**src/rtl/mss_pkg.sv**
```systemverilog
// Shared types, symbol and event codes, and the control program of the melody symbol sequencer.
// Used by mss_useq, mss_dp and the top level; depends on nothing.
package mss_pkg;

    localparam int QUEUE_DEPTH_DEF = 256;
    localparam logic [3:0] START_OCTAVE = 4'd4;
    localparam logic [3:0] OCTAVE_MAX = 4'd8;

    localparam int SYM_W = 5;
    localparam logic [SYM_W-1:0] SYM_NOTES = 5'd12;
    localparam logic [SYM_W-1:0] SYM_PAUSE = 5'd12;
    localparam logic [SYM_W-1:0] SYM_ODOWN = 5'd13;
    localparam logic [SYM_W-1:0] SYM_OUP = 5'd14;
    localparam logic [SYM_W-1:0] SYM_L1 = 5'd15;
    localparam logic [SYM_W-1:0] SYM_L2 = 5'd16;
    localparam logic [SYM_W-1:0] SYM_L4 = 5'd17;
    localparam logic [SYM_W-1:0] SYM_L8 = 5'd18;
    localparam logic [SYM_W-1:0] SYM_L16 = 5'd19;

    localparam logic [1:0] EV_HOLD = 2'd0;
    localparam logic [1:0] EV_START = 2'd1;
    localparam logic [1:0] EV_SILENCE = 2'd2;
    localparam logic [1:0] EV_END = 2'd3;

    localparam int STEP_W = 4;
    localparam logic [STEP_W-1:0] ST_FETCH = 4'd0;
    localparam logic [STEP_W-1:0] ST_DISPATCH = 4'd1;
    localparam logic [STEP_W-1:0] ST_CHK_IDLE = 4'd2;
    localparam logic [STEP_W-1:0] ST_CHK_HOLD = 4'd3;
    localparam logic [STEP_W-1:0] ST_HOLD_ONE = 4'd4;
    localparam logic [STEP_W-1:0] ST_WALK = 4'd5;
    localparam logic [STEP_W-1:0] ST_POP = 4'd6;
    localparam logic [STEP_W-1:0] ST_APPLY = 4'd7;
    localparam logic [STEP_W-1:0] ST_EMIT_SYM = 4'd8;
    localparam logic [STEP_W-1:0] ST_APPEND = 4'd9;
    localparam logic [STEP_W-1:0] ST_EMIT_IDLE = 4'd10;
    localparam logic [STEP_W-1:0] ST_HOLD_DEC = 4'd11;
    localparam logic [STEP_W-1:0] ST_EMIT_END = 4'd12;

    localparam logic [3:0] ACT_NONE = 4'd0;
    localparam logic [3:0] ACT_ACCEPT = 4'd1;
    localparam logic [3:0] ACT_APPEND = 4'd2;
    localparam logic [3:0] ACT_EMIT_IDLE = 4'd3;
    localparam logic [3:0] ACT_HOLD_DEC = 4'd4;
    localparam logic [3:0] ACT_HOLD_ONE = 4'd5;
    localparam logic [3:0] ACT_EMIT_END = 4'd6;
    localparam logic [3:0] ACT_POP = 4'd7;
    localparam logic [3:0] ACT_APPLY = 4'd8;
    localparam logic [3:0] ACT_EMIT_SYM = 4'd9;

    localparam logic [2:0] CND_NEVER = 3'd0;
    localparam logic [2:0] CND_ALWAYS = 3'd1;
    localparam logic [2:0] CND_APPEND = 3'd2;
    localparam logic [2:0] CND_IDLE = 3'd3;
    localparam logic [2:0] CND_HOLD = 3'd4;
    localparam logic [2:0] CND_EMPTY = 3'd5;
    localparam logic [2:0] CND_CTRL = 3'd6;

    typedef struct packed {
        logic              rdy;
        logic              ewait;
        logic [3:0]        act;
        logic [2:0]        cond;
        logic [STEP_W-1:0] target;
    } ucode_t;

    typedef struct packed {
        logic       fire;
        logic [3:0] act;
    } ctrl_t;

    typedef struct packed {
        logic append;
        logic idle;
        logic hold_nz;
        logic empty;
        logic ctrl;
        logic out_free;
    } stat_t;

    function automatic ucode_t ucode(input logic [STEP_W-1:0] step);
        ucode_t w;
        unique case (step)
            ST_FETCH:     w = '{1'b1, 1'b0, ACT_ACCEPT, CND_NEVER, ST_FETCH};
            ST_DISPATCH:  w = '{1'b0, 1'b0, ACT_NONE, CND_APPEND, ST_APPEND};
            ST_CHK_IDLE:  w = '{1'b0, 1'b0, ACT_NONE, CND_IDLE, ST_EMIT_IDLE};
            ST_CHK_HOLD:  w = '{1'b0, 1'b0, ACT_NONE, CND_HOLD, ST_HOLD_DEC};
            ST_HOLD_ONE:  w = '{1'b0, 1'b0, ACT_HOLD_ONE, CND_NEVER, ST_FETCH};
            ST_WALK:      w = '{1'b0, 1'b0, ACT_NONE, CND_EMPTY, ST_EMIT_END};
            ST_POP:       w = '{1'b0, 1'b0, ACT_POP, CND_NEVER, ST_FETCH};
            ST_APPLY:     w = '{1'b0, 1'b0, ACT_APPLY, CND_CTRL, ST_WALK};
            ST_EMIT_SYM:  w = '{1'b0, 1'b1, ACT_EMIT_SYM, CND_ALWAYS, ST_FETCH};
            ST_APPEND:    w = '{1'b0, 1'b0, ACT_APPEND, CND_ALWAYS, ST_FETCH};
            ST_EMIT_IDLE: w = '{1'b0, 1'b1, ACT_EMIT_IDLE, CND_ALWAYS, ST_FETCH};
            ST_HOLD_DEC:  w = '{1'b0, 1'b1, ACT_HOLD_DEC, CND_ALWAYS, ST_FETCH};
            ST_EMIT_END:  w = '{1'b0, 1'b1, ACT_EMIT_END, CND_ALWAYS, ST_FETCH};
            default:      w = '{1'b0, 1'b0, ACT_NONE, CND_ALWAYS, ST_FETCH};
        endcase
        return w;
    endfunction

    function automatic logic [3:0] hold_len(input logic [SYM_W-1:0] sym);
        logic [3:0] len;
        case (sym)
            SYM_L1:  len = 4'd15;
            SYM_L2:  len = 4'd7;
            SYM_L4:  len = 4'd3;
            SYM_L8:  len = 4'd1;
            default: len = 4'd0;
        endcase
        return len;
    endfunction

endpackage

```
**src/rtl/mss_ram.sv**
```systemverilog
// Generic single-clock RAM with one write port and one registered read port.
// Depends on nothing.
module mss_ram #(
    parameter int WIDTH = 8,
    parameter int DEPTH = 256
) (
    input  logic                     aclk,
    input  logic                     wr_en,
    input  logic [$clog2(DEPTH)-1:0] wr_addr,
    input  logic [WIDTH-1:0]         wr_data,
    input  logic                     rd_en,
    input  logic [$clog2(DEPTH)-1:0] rd_addr,
    output logic [WIDTH-1:0]         rd_data
);

    logic [WIDTH-1:0] mem [DEPTH];
    logic [WIDTH-1:0] rd_data_reg;

    always_ff @(posedge aclk) begin
        if (wr_en) begin
            mem[wr_addr] <= wr_data;
        end
        if (rd_en) begin
            rd_data_reg <= mem[rd_addr];
        end
    end

    assign rd_data = rd_data_reg;

endmodule

```
**src/rtl/mss_useq.sv**
```systemverilog
// Step counter and control program sequencer of the melody symbol sequencer.
// Depends on mss_pkg for the control word layout and the program table.
module mss_useq (
    input  logic          aclk,
    input  logic          aresetn,
    input  logic          s_tvalid,
    input  mss_pkg::stat_t stat,
    output logic          s_tready,
    output mss_pkg::ctrl_t ctrl
);

    logic [mss_pkg::STEP_W-1:0] step_reg;
    logic [mss_pkg::STEP_W-1:0] step_next;
    mss_pkg::ucode_t            cw;
    logic                       stall;
    logic                       taken;

    assign cw = mss_pkg::ucode(step_reg);
    assign stall = (cw.rdy && !s_tvalid) || (cw.ewait && !stat.out_free);

    always_comb begin
        unique case (cw.cond)
            mss_pkg::CND_NEVER:  taken = 1'b0;
            mss_pkg::CND_ALWAYS: taken = 1'b1;
            mss_pkg::CND_APPEND: taken = stat.append;
            mss_pkg::CND_IDLE:   taken = stat.idle;
            mss_pkg::CND_HOLD:   taken = stat.hold_nz;
            mss_pkg::CND_EMPTY:  taken = stat.empty;
            mss_pkg::CND_CTRL:   taken = stat.ctrl;
            default:             taken = 1'b1;
        endcase
        if (stall) begin
            step_next = step_reg;
        end else if (taken) begin
            step_next = cw.target;
        end else begin
            step_next = step_reg + 1'b1;
        end
    end

    always_ff @(posedge aclk) begin
        if (!aresetn) begin
            step_reg <= mss_pkg::ST_FETCH;
        end else begin
            step_reg <= step_next;
        end
    end

    assign s_tready = cw.rdy;
    assign ctrl.fire = !stall;
    assign ctrl.act = cw.act;

endmodule

```
**src/rtl/mss_dp.sv**
```systemverilog
// Datapath of the melody symbol sequencer: symbol queue, octave and hold counters, result register.
// Depends on mss_pkg and mss_ram; driven by the control words of mss_useq.
module mss_dp #(
    parameter int QUEUE_DEPTH = mss_pkg::QUEUE_DEPTH_DEF
) (
    input  logic                      aclk,
    input  logic                      aresetn,
    input  mss_pkg::ctrl_t            ctrl,
    input  logic                      in_kind,
    input  logic [mss_pkg::SYM_W-1:0] in_symbol,
    input  logic                      in_first,
    input  logic                      m_tready,
    output logic                      m_tvalid,
    output logic [1:0]                out_event,
    output logic [3:0]                out_note,
    output logic [3:0]                out_octave,
    output logic                      out_idle,
    output mss_pkg::stat_t            stat
);

    localparam int AW = $clog2(QUEUE_DEPTH);
    localparam int CW = $clog2(QUEUE_DEPTH + 1);

    logic                      kind_reg;
    logic [mss_pkg::SYM_W-1:0] sym_in_reg;
    logic                      first_reg;
    logic [AW-1:0]             head_reg, head_next;
    logic [CW-1:0]             count_reg, count_next;
    logic                      idle_reg, idle_next;
    logic [3:0]                octave_reg, octave_next;
    logic [3:0]                hold_reg, hold_next;
    logic                      m_valid_reg, m_valid_next;
    logic [1:0]                ev_reg, ev_next;
    logic [3:0]                note_reg, note_next;
    logic [3:0]                oct_out_reg, oct_out_next;
    logic                      idle_out_reg, idle_out_next;

    logic [AW-1:0]             head_eff;
    logic [CW-1:0]             cnt_eff;
    logic [CW:0]               wr_sum;
    logic [CW:0]               wr_wrap;
    logic                      q_full;
    logic                      wr_en;
    logic                      rd_en;
    logic [mss_pkg::SYM_W-1:0] rsym;
    logic                      act_on;

    assign act_on = ctrl.fire;
    assign head_eff = first_reg ? '0 : head_reg;
    assign cnt_eff = first_reg ? '0 : count_reg;
    assign wr_sum = {1'b0, cnt_eff} + (CW+1)'(head_eff);
    assign wr_wrap = (wr_sum >= (CW+1)'(QUEUE_DEPTH)) ? wr_sum - (CW+1)'(QUEUE_DEPTH) : wr_sum;
    assign q_full = (cnt_eff == CW'(QUEUE_DEPTH));
    assign wr_en = act_on && (ctrl.act == mss_pkg::ACT_APPEND) && !q_full;
    assign rd_en = act_on && (ctrl.act == mss_pkg::ACT_POP);

    mss_ram #(
        .WIDTH(mss_pkg::SYM_W),
        .DEPTH(QUEUE_DEPTH)
    ) u_queue (
        .aclk   (aclk),
        .wr_en  (wr_en),
        .wr_addr(wr_wrap[AW-1:0]),
        .wr_data(sym_in_reg),
        .rd_en  (rd_en),
        .rd_addr(head_reg),
        .rd_data(rsym)
    );

    always_comb begin
        head_next = head_reg;
        count_next = count_reg;
        idle_next = idle_reg;
        octave_next = octave_reg;
        hold_next = hold_reg;
        ev_next = ev_reg;
        note_next = note_reg;
        oct_out_next = oct_out_reg;
        idle_out_next = idle_out_reg;
        m_valid_next = m_valid_reg && !m_tready;
        if (act_on) begin
            unique case (ctrl.act) inside
                mss_pkg::ACT_NONE, mss_pkg::ACT_ACCEPT: begin
                end
                mss_pkg::ACT_APPEND: begin
                    head_next = head_eff;
                    count_next = q_full ? cnt_eff : cnt_eff + 1'b1;
                    idle_next = 1'b0;
                end
                mss_pkg::ACT_EMIT_IDLE: begin
                    m_valid_next = 1'b1;
                    ev_next = mss_pkg::EV_HOLD;
                    note_next = '0;
                    oct_out_next = '0;
                    idle_out_next = 1'b1;
                end
                mss_pkg::ACT_HOLD_DEC: begin
                    hold_next = hold_reg - 1'b1;
                    m_valid_next = 1'b1;
                    ev_next = mss_pkg::EV_HOLD;
                    note_next = '0;
                    oct_out_next = '0;
                    idle_out_next = 1'b0;
                end
                mss_pkg::ACT_HOLD_ONE: begin
                    hold_next = 4'd1;
                end
                mss_pkg::ACT_EMIT_END: begin
                    idle_next = 1'b1;
                    m_valid_next = 1'b1;
                    ev_next = mss_pkg::EV_END;
                    note_next = '0;
                    oct_out_next = '0;
                    idle_out_next = 1'b1;
                end
                mss_pkg::ACT_POP: begin
                    head_next = (head_reg == AW'(QUEUE_DEPTH - 1)) ? '0 : head_reg + 1'b1;
                    count_next = count_reg - 1'b1;
                end
                mss_pkg::ACT_APPLY: begin
                    case (rsym) inside
                        mss_pkg::SYM_ODOWN: begin
                            if (octave_reg != 4'd0) begin
                                octave_next = octave_reg - 1'b1;
                            end
                        end
                        mss_pkg::SYM_OUP: begin
                            if (octave_reg < mss_pkg::OCTAVE_MAX) begin
                                octave_next = octave_reg + 1'b1;
                            end
                        end
                        [mss_pkg::SYM_L1:mss_pkg::SYM_L16]: begin
                            hold_next = mss_pkg::hold_len(rsym);
                        end
                        default: begin
                        end
                    endcase
                end
                mss_pkg::ACT_EMIT_SYM: begin
                    m_valid_next = 1'b1;
                    idle_out_next = 1'b0;
                    if (rsym == mss_pkg::SYM_PAUSE) begin
                        ev_next = mss_pkg::EV_SILENCE;
                        note_next = '0;
                        oct_out_next = '0;
                    end else begin
                        ev_next = mss_pkg::EV_START;
                        note_next = (rsym < mss_pkg::SYM_NOTES) ? rsym[3:0] : 4'd0;
                        oct_out_next = octave_reg;
                    end
                end
                default: begin
                end
            endcase
        end
    end

    always_ff @(posedge aclk) begin
        if (!aresetn) begin
            head_reg <= '0;
            count_reg <= '0;
            idle_reg <= 1'b1;
            octave_reg <= mss_pkg::START_OCTAVE;
            hold_reg <= 4'd1;
            m_valid_reg <= 1'b0;
        end else begin
            head_reg <= head_next;
            count_reg <= count_next;
            idle_reg <= idle_next;
            octave_reg <= octave_next;
            hold_reg <= hold_next;
            m_valid_reg <= m_valid_next;
        end
    end

    always_ff @(posedge aclk) begin
        if (act_on && (ctrl.act == mss_pkg::ACT_ACCEPT)) begin
            kind_reg <= in_kind;
            sym_in_reg <= in_symbol;
            first_reg <= in_first;
        end
        ev_reg <= ev_next;
        note_reg <= note_next;
        oct_out_reg <= oct_out_next;
        idle_out_reg <= idle_out_next;
    end

    assign m_tvalid = m_valid_reg;
    assign out_event = ev_reg;
    assign out_note = note_reg;
    assign out_octave = oct_out_reg;
    assign out_idle = idle_out_reg;

    assign stat.append = kind_reg;
    assign stat.idle = idle_reg;
    assign stat.hold_nz = (hold_reg != 4'd0);
    assign stat.empty = (count_reg == '0);
    assign stat.ctrl = (rsym >= mss_pkg::SYM_ODOWN) && (rsym <= mss_pkg::SYM_L16);
    assign stat.out_free = !m_valid_reg || m_tready;

endmodule

```
**src/rtl/melody_symbol_sequencer.sv**
```systemverilog
// Top level of the melody symbol sequencer: stream ports, control sequencer and datapath.
// Depends on mss_pkg, mss_useq, mss_dp and mss_ram.
//
//   Channel | Group | Direction | Content
//   input   | s_    | in        | tdata: symbol[4:0], first[5]; tuser: kind
//   result  | m_    | out       | tdata: event_res[1:0], note[5:2], octave_out[9:6], idle[10]
//
// An append beat steps through fetch, dispatch and append. A tick on an idle player emits after
// the idle check and one that holds after the hold check. A tick that walks the queue pops and
// applies one symbol at a time, one queue read through the registered RAM port per symbol, past
// any control symbols, until it emits a note or a pause, or the end when the queue runs empty.
// Reset is synchronous; the queue has no clearing pass and the block takes beats right after
// reset. A waiting result stalls only the step that would write the result register again.
module melody_symbol_sequencer #(
    parameter int QUEUE_DEPTH = mss_pkg::QUEUE_DEPTH_DEF
) (
    input  logic        aclk,
    input  logic        aresetn,
    input  logic        s_tvalid,
    output logic        s_tready,
    input  logic [7:0]  s_tdata,   // symbol[4:0], first[5], zero fill[7:6]
    input  logic        s_tuser,   // kind
    output logic        m_tvalid,
    input  logic        m_tready,
    output logic [15:0] m_tdata    // event_res[1:0], note[5:2], octave_out[9:6], idle[10], zero fill
);

    mss_pkg::ctrl_t ctrl;
    mss_pkg::stat_t stat;
    logic [1:0]     out_event;
    logic [3:0]     out_note;
    logic [3:0]     out_octave;
    logic           out_idle;

    mss_useq u_useq (
        .aclk    (aclk),
        .aresetn (aresetn),
        .s_tvalid(s_tvalid),
        .stat    (stat),
        .s_tready(s_tready),
        .ctrl    (ctrl)
    );

    mss_dp #(
        .QUEUE_DEPTH(QUEUE_DEPTH)
    ) u_dp (
        .aclk      (aclk),
        .aresetn   (aresetn),
        .ctrl      (ctrl),
        .in_kind   (s_tuser),
        .in_symbol (s_tdata[4:0]),
        .in_first  (s_tdata[5]),
        .m_tready  (m_tready),
        .m_tvalid  (m_tvalid),
        .out_event (out_event),
        .out_note  (out_note),
        .out_octave(out_octave),
        .out_idle  (out_idle),
        .stat      (stat)
    );

    assign m_tdata = {5'd0, out_idle, out_octave, out_note, out_event};

`ifndef SYNTHESIS
    a_end_is_idle: assert property (@(posedge aclk) disable iff (!aresetn)
        (m_tvalid && (m_tdata[1:0] == mss_pkg::EV_END)) |-> m_tdata[10])
        else $error("melody-ended beat without idle set");

    a_start_range: assert property (@(posedge aclk) disable iff (!aresetn)
        (m_tvalid && (m_tdata[1:0] == mss_pkg::EV_START))
            |-> ((m_tdata[5:2] < 4'd12) && (m_tdata[9:6] <= mss_pkg::OCTAVE_MAX)
                && !m_tdata[10]))
        else $error("start-note beat with pitch or octave out of range");

    a_no_pitch_otherwise: assert property (@(posedge aclk) disable iff (!aresetn)
        (m_tvalid && (m_tdata[1:0] != mss_pkg::EV_START))
            |-> ((m_tdata[5:2] == 4'd0) && (m_tdata[9:6] == 4'd0)))
        else $error("pitch fields set on a beat that starts no note");

    a_one_beat_at_a_time: assert property (@(posedge aclk) disable iff (!aresetn)
        (s_tvalid && s_tready) |=> !s_tready)
        else $error("input taken again before the previous beat was handled");
`endif

endmodule
```
**config.mk**
```make
export PLATFORM = sky130hd
export DESIGN_NAME = melody_symbol_sequencer
export DESIGN_NICKNAME = d
export VERILOG_FILES = /design/src/rtl/mss_pkg.sv /design/src/rtl/mss_ram.sv /design/src/rtl/mss_useq.sv /design/src/rtl/mss_dp.sv /design/src/rtl/melody_symbol_sequencer.sv
export SDC_FILE = /design/constraint.sdc
export NUM_CORES = 2
export LEC_CHECK = 0
export BUFFER_PORTS_ARGS = -buffer_cell sky130_fd_sc_hd__buf_2
export CAP_MARGIN = 20
export CORE_MARGIN = 2
export CORE_UTILIZATION = 50
export CTS_BUF_LIST = sky130_fd_sc_hd__clkbuf_4 sky130_fd_sc_hd__clkbuf_8
export DETAILED_ROUTE_END_ITERATION = 8
export PLACE_DENSITY = 0.76
export SLEW_MARGIN = 0
export SYNTH_ARGS = -nofsm -noshare
export SYNTH_HDL_FRONTEND = slang
export SYNTH_SLANG_ARGS = --single-unit
```
**constraint.sdc**
```tcl
create_clock -name aclk -period 8.47 [get_ports aclk]
set_clock_uncertainty 0.15 [all_clocks]
set_input_delay 1.694 -clock aclk [delete_from_list [all_inputs] [get_ports aclk]]
set_output_delay 1.694 -clock aclk [all_outputs]
set_load 0.02 [all_outputs]
```
==> flow_metrics.py <==
metrics = {
    "status": {
        "status": "finished clean",
    },
    "worst_setup_path": {
        "r2r_setup_slack_ns": 2.31,
        "cp-start-kind": "flip-flop",
        "crit_path_start": "u_dp.first_reg$_DFFE_PP_",
        "worstSetupPathType": "flip-flop to flip-flop",
        "r2r_end": "u_dp.u_queue.mem[186][1]$_DFFE_PP_",
        "worst_setup_path_end_kind": "flip-flop",
        "reg2reg_depth": 11,
        "arrival_ns": 6.49,
        "critical_path_required_ns": 8.80,
        "timing.rr.start": "u_dp.first_reg$_DFFE_PP_",
        "crit_path_max_fanout": 29,
    },
    "clock_network": {
        "clk-insertion-delay-late_ns": 0.87,
        "cts_buffer_depth": 3,
        "post_cts_resize_count": 0,
        "post_cts_buffers": 0,
        "cts.sinks": 1347,
        "htreeDepth": 4,
        "cts_buffers": 198,
        "cts_root_buf": "clkbuf_8",
        "clk_pin_slew_ns": 0.06,
        "cts_tree": "yes",
        "hold_buffers": 0,
    },
    "routing": {
        "ant_nets": 0,
        "wl_um": 117100,
        "wl_per_cell_um": 25.95,
        "dr_total_vias": 27990,
        "drt_iter0_drc": 3381,
        "via_per_inst": 6.204,
        "drc": 0,
        "drt_first_pass_iters": 8,
    },
    "global_route": {
        "track_usage_pct": 21.24,
        "globalRouteMet1Util_pct": 27.94,
        "grt_pass1_wl_um": 175700,
        "grt_pass1_vias": 28270,
        "top_usage_layer": "met2",
        "grt_max_degree": 257,
        "grt_use_met3_pct": 5.104,
        "grtUsageMet2_pct": 34.40,
        "antenna_found_initial": 2,
        "overflow": 0,
    },
    "cells_and_area": {
        "nNetsFinal": 2976,
        "largest_reg_flops": 1280,
        "drive_above_1_share_pct": 23.17,
        "fillCellCount": 7742,
        "syn2layout_area_growth_pct": 10.19,
    },
    "yosys": {
        "synth_area_um2": 53630,
        "synth_edf_count": 1303,
        "yosys.area.top_type": "edfxtp_1",
        "synthFlopType": "edfxtp_1",
        "synthTopCellsByCount": "1,303 x edfxtp_1, 317 x nor2_1, 306 x mux4_2",
        "synth_most_common_cell": "edfxtp_1",
        "synth_cell_types": 74,
        "postSynthAreaPerCell_um2": 18.87,
        "syn-instance-count": 2842,
        "synth_top_cell_area_share_pct": 72.96,
        "seq_area_frac_synth_pct": 74.61,
        "synthArstFlopShare_pct": 0,
        "yosys_warnings": 0,
        "synth_area_leaders": "edfxtp_1 73%, mux4_2 13%, nor2_1 2.2%",
        "ys_seq_elements": 1347,
    },
    "timing": {
        "finalHoldViolations": 0,
        "tns_ns": 0,
        "setup_violations": 0,
        "relSlewSlack_pct": 0.4146,
        "slew_viol_final": 0,
        "tightest_slew_ns": 1.494,
        "hold_ws_ns": 0.3567,
        "grt_setup_unrepaired": "false",
        "fmax_mhz": 162.4,
        "worst_slack_ns": 2.313,
        "period_share_pct": 72.69,
        "fin_crit_ns": 6.157,
    },
    "job": {
        "max_cap_violations": 0,
    },
    "floorplanning": {
        "die_h_um": 331.5,
        "initial_core_util_pct": 50.23,
        "io_pins": 31,
        "row_count": 120,
        "die_area_um2": 109900,
        "design.core.area_um2": 106800,
        "die_x_um": 331.5,
    },
    "pwr": {
        "swShare_pct": 23.65,
        "p_total_uw": 14300,
        "p_comb_share_pct": 7.5,
        "p_clk_share_pct": 35.6,
        "switchingPower_uw": 3383,
        "pwr_density_cell_nw_per_um2": 242.1,
        "pwr-share-seq_pct": 56.8,
        "p_leak_uw": 0.01781,
        "ir_worst_vdd_mv": 0.2351,
        "internal_power_uw": 10920,
    },
    "place": {
        "hpwl_um": 69900,
        "place.gp.congestion": 0.8663,
        "io_buffer_count": 23,
        "pre_cts_slack_ns": 2.549,
    },
    "worst_hold_path": {
        "hold_start": "u_dp.hold_reg[1]$_SDFFE_PN0P_",
        "hold_class": "flip-flop to flip-flop",
        "whs_endpoint": "u_dp.hold_reg[1]$_SDFFE_PN0P_",
        "min_path_cells": 2,
    },
}
## cells by family after synthesis
group	after synthesis	synth area share, %
flops	1347	74.61
buf+inv	191	1.542
fa+ha+maj	21	0.5180
mux	345	13.58
simple gates	544	4.634
xor+xnor	17	0.2776
compound gates	376	4.837
other cells	1	0.006993
## worst max-delay path: stages, from the launching register on
cell and delay, ns:
edfxtp_1 0.98, nand2b_1 0.23, inv_1 0.09, ha_1 0.22, fa_1 0.49, a21o_1 0.18
a21oi_1 0.31, o21bai_1 0.10, a21oi_1 0.27, xor2_1 0.83, nand3_1 1.11, nor2_1 0.81
## area by class of cell
class                      count  area [um2]  share of cell area (%)
antenna                        2       5.005                0.008470
clock buffer                 279        3358                   5.683
clock inverter                86       541.8                  0.9169
inverter                      22       82.58                  0.1398
multi-input combinational   1308       12830                   21.71
sequential                  1347       40020                   67.72
tap                         1403        1755                   2.971
timing repair buffer          65       500.5                  0.8470
## per-layer routing
| layer | routed length [um] | part of all wire [%] |
|---|---|---|
| met4 | 4205 | 3.6 |
| met1 | 44290 | 38 |
| met3 | 11350 | 9.7 |
| met2 | 57250 | 49 |
| met5 | 0 | 0 |
## cell usage in the layout, fill, tap and decap left out, drive strengths merged, types with 5 or more instances in the layout
cell type and count:
xor2 6, clkbuf 279, o211ai 13, nand2 49
inv 29, o32ai 7, conb 5, a221oi 19
a211oi 20, and2 13, nand3 44, mux4 306
a22oi 95, a31oi 7, clkinv 67, a22o 15
edfxtp 1303, nor2 318, buf 65, dfxtp 44
a21oi 92, ha 19, nor3 22, o21ai 38
mux2i 39, nand4 9, clkinvlp 8, nand2b 20
nor2b 21, and3 6, xnor2 11, nand3b 7
nor4 12, a21o 5, or4 6, o22ai 29
## stage by stage
step                      cell area (um2)  instances  utilization (%)
after floorplan                     53640       2846                -
after global placement              55150       4142            51.67
after detailed placement            55150       4142            51.67
after CTS                           59050       4507            55.32
after global routing                59090       4512            55.35
final                               59090       4512            55.35
## how the worst max path moves through the flow
stage,slack (ns),endpoint
2_1_floorplan,4.05,u_dp.u_queue.mem[112][0]$_DFFE_PP_
3_3_place_gp,2.72,u_dp.u_queue.mem[186][3]$_DFFE_PP_
3_5_place_dp,2.55,u_dp.u_queue.mem[186][3]$_DFFE_PP_
4_1_cts,2.53,u_dp.u_queue.mem[186][1]$_DFFE_PP_
5_1_grt,2.12,u_dp.u_queue.mem[186][1]$_DFFE_PP_
6_report,2.31,u_dp.u_queue.mem[186][1]$_DFFE_PP_
## power by group through the flow
stage	combinational, uW	sequential, uW	clock [uW]
6_report	1080	8130	5100
5_1_grt	1190	8140	5450
4_1_cts	1090	8120	5180
3_5_place_dp	1090	8260	0
3_3_place_gp	998	8250	0
2_1_floorplan	257	8730	0
Power figures use the tool's default switching activity.
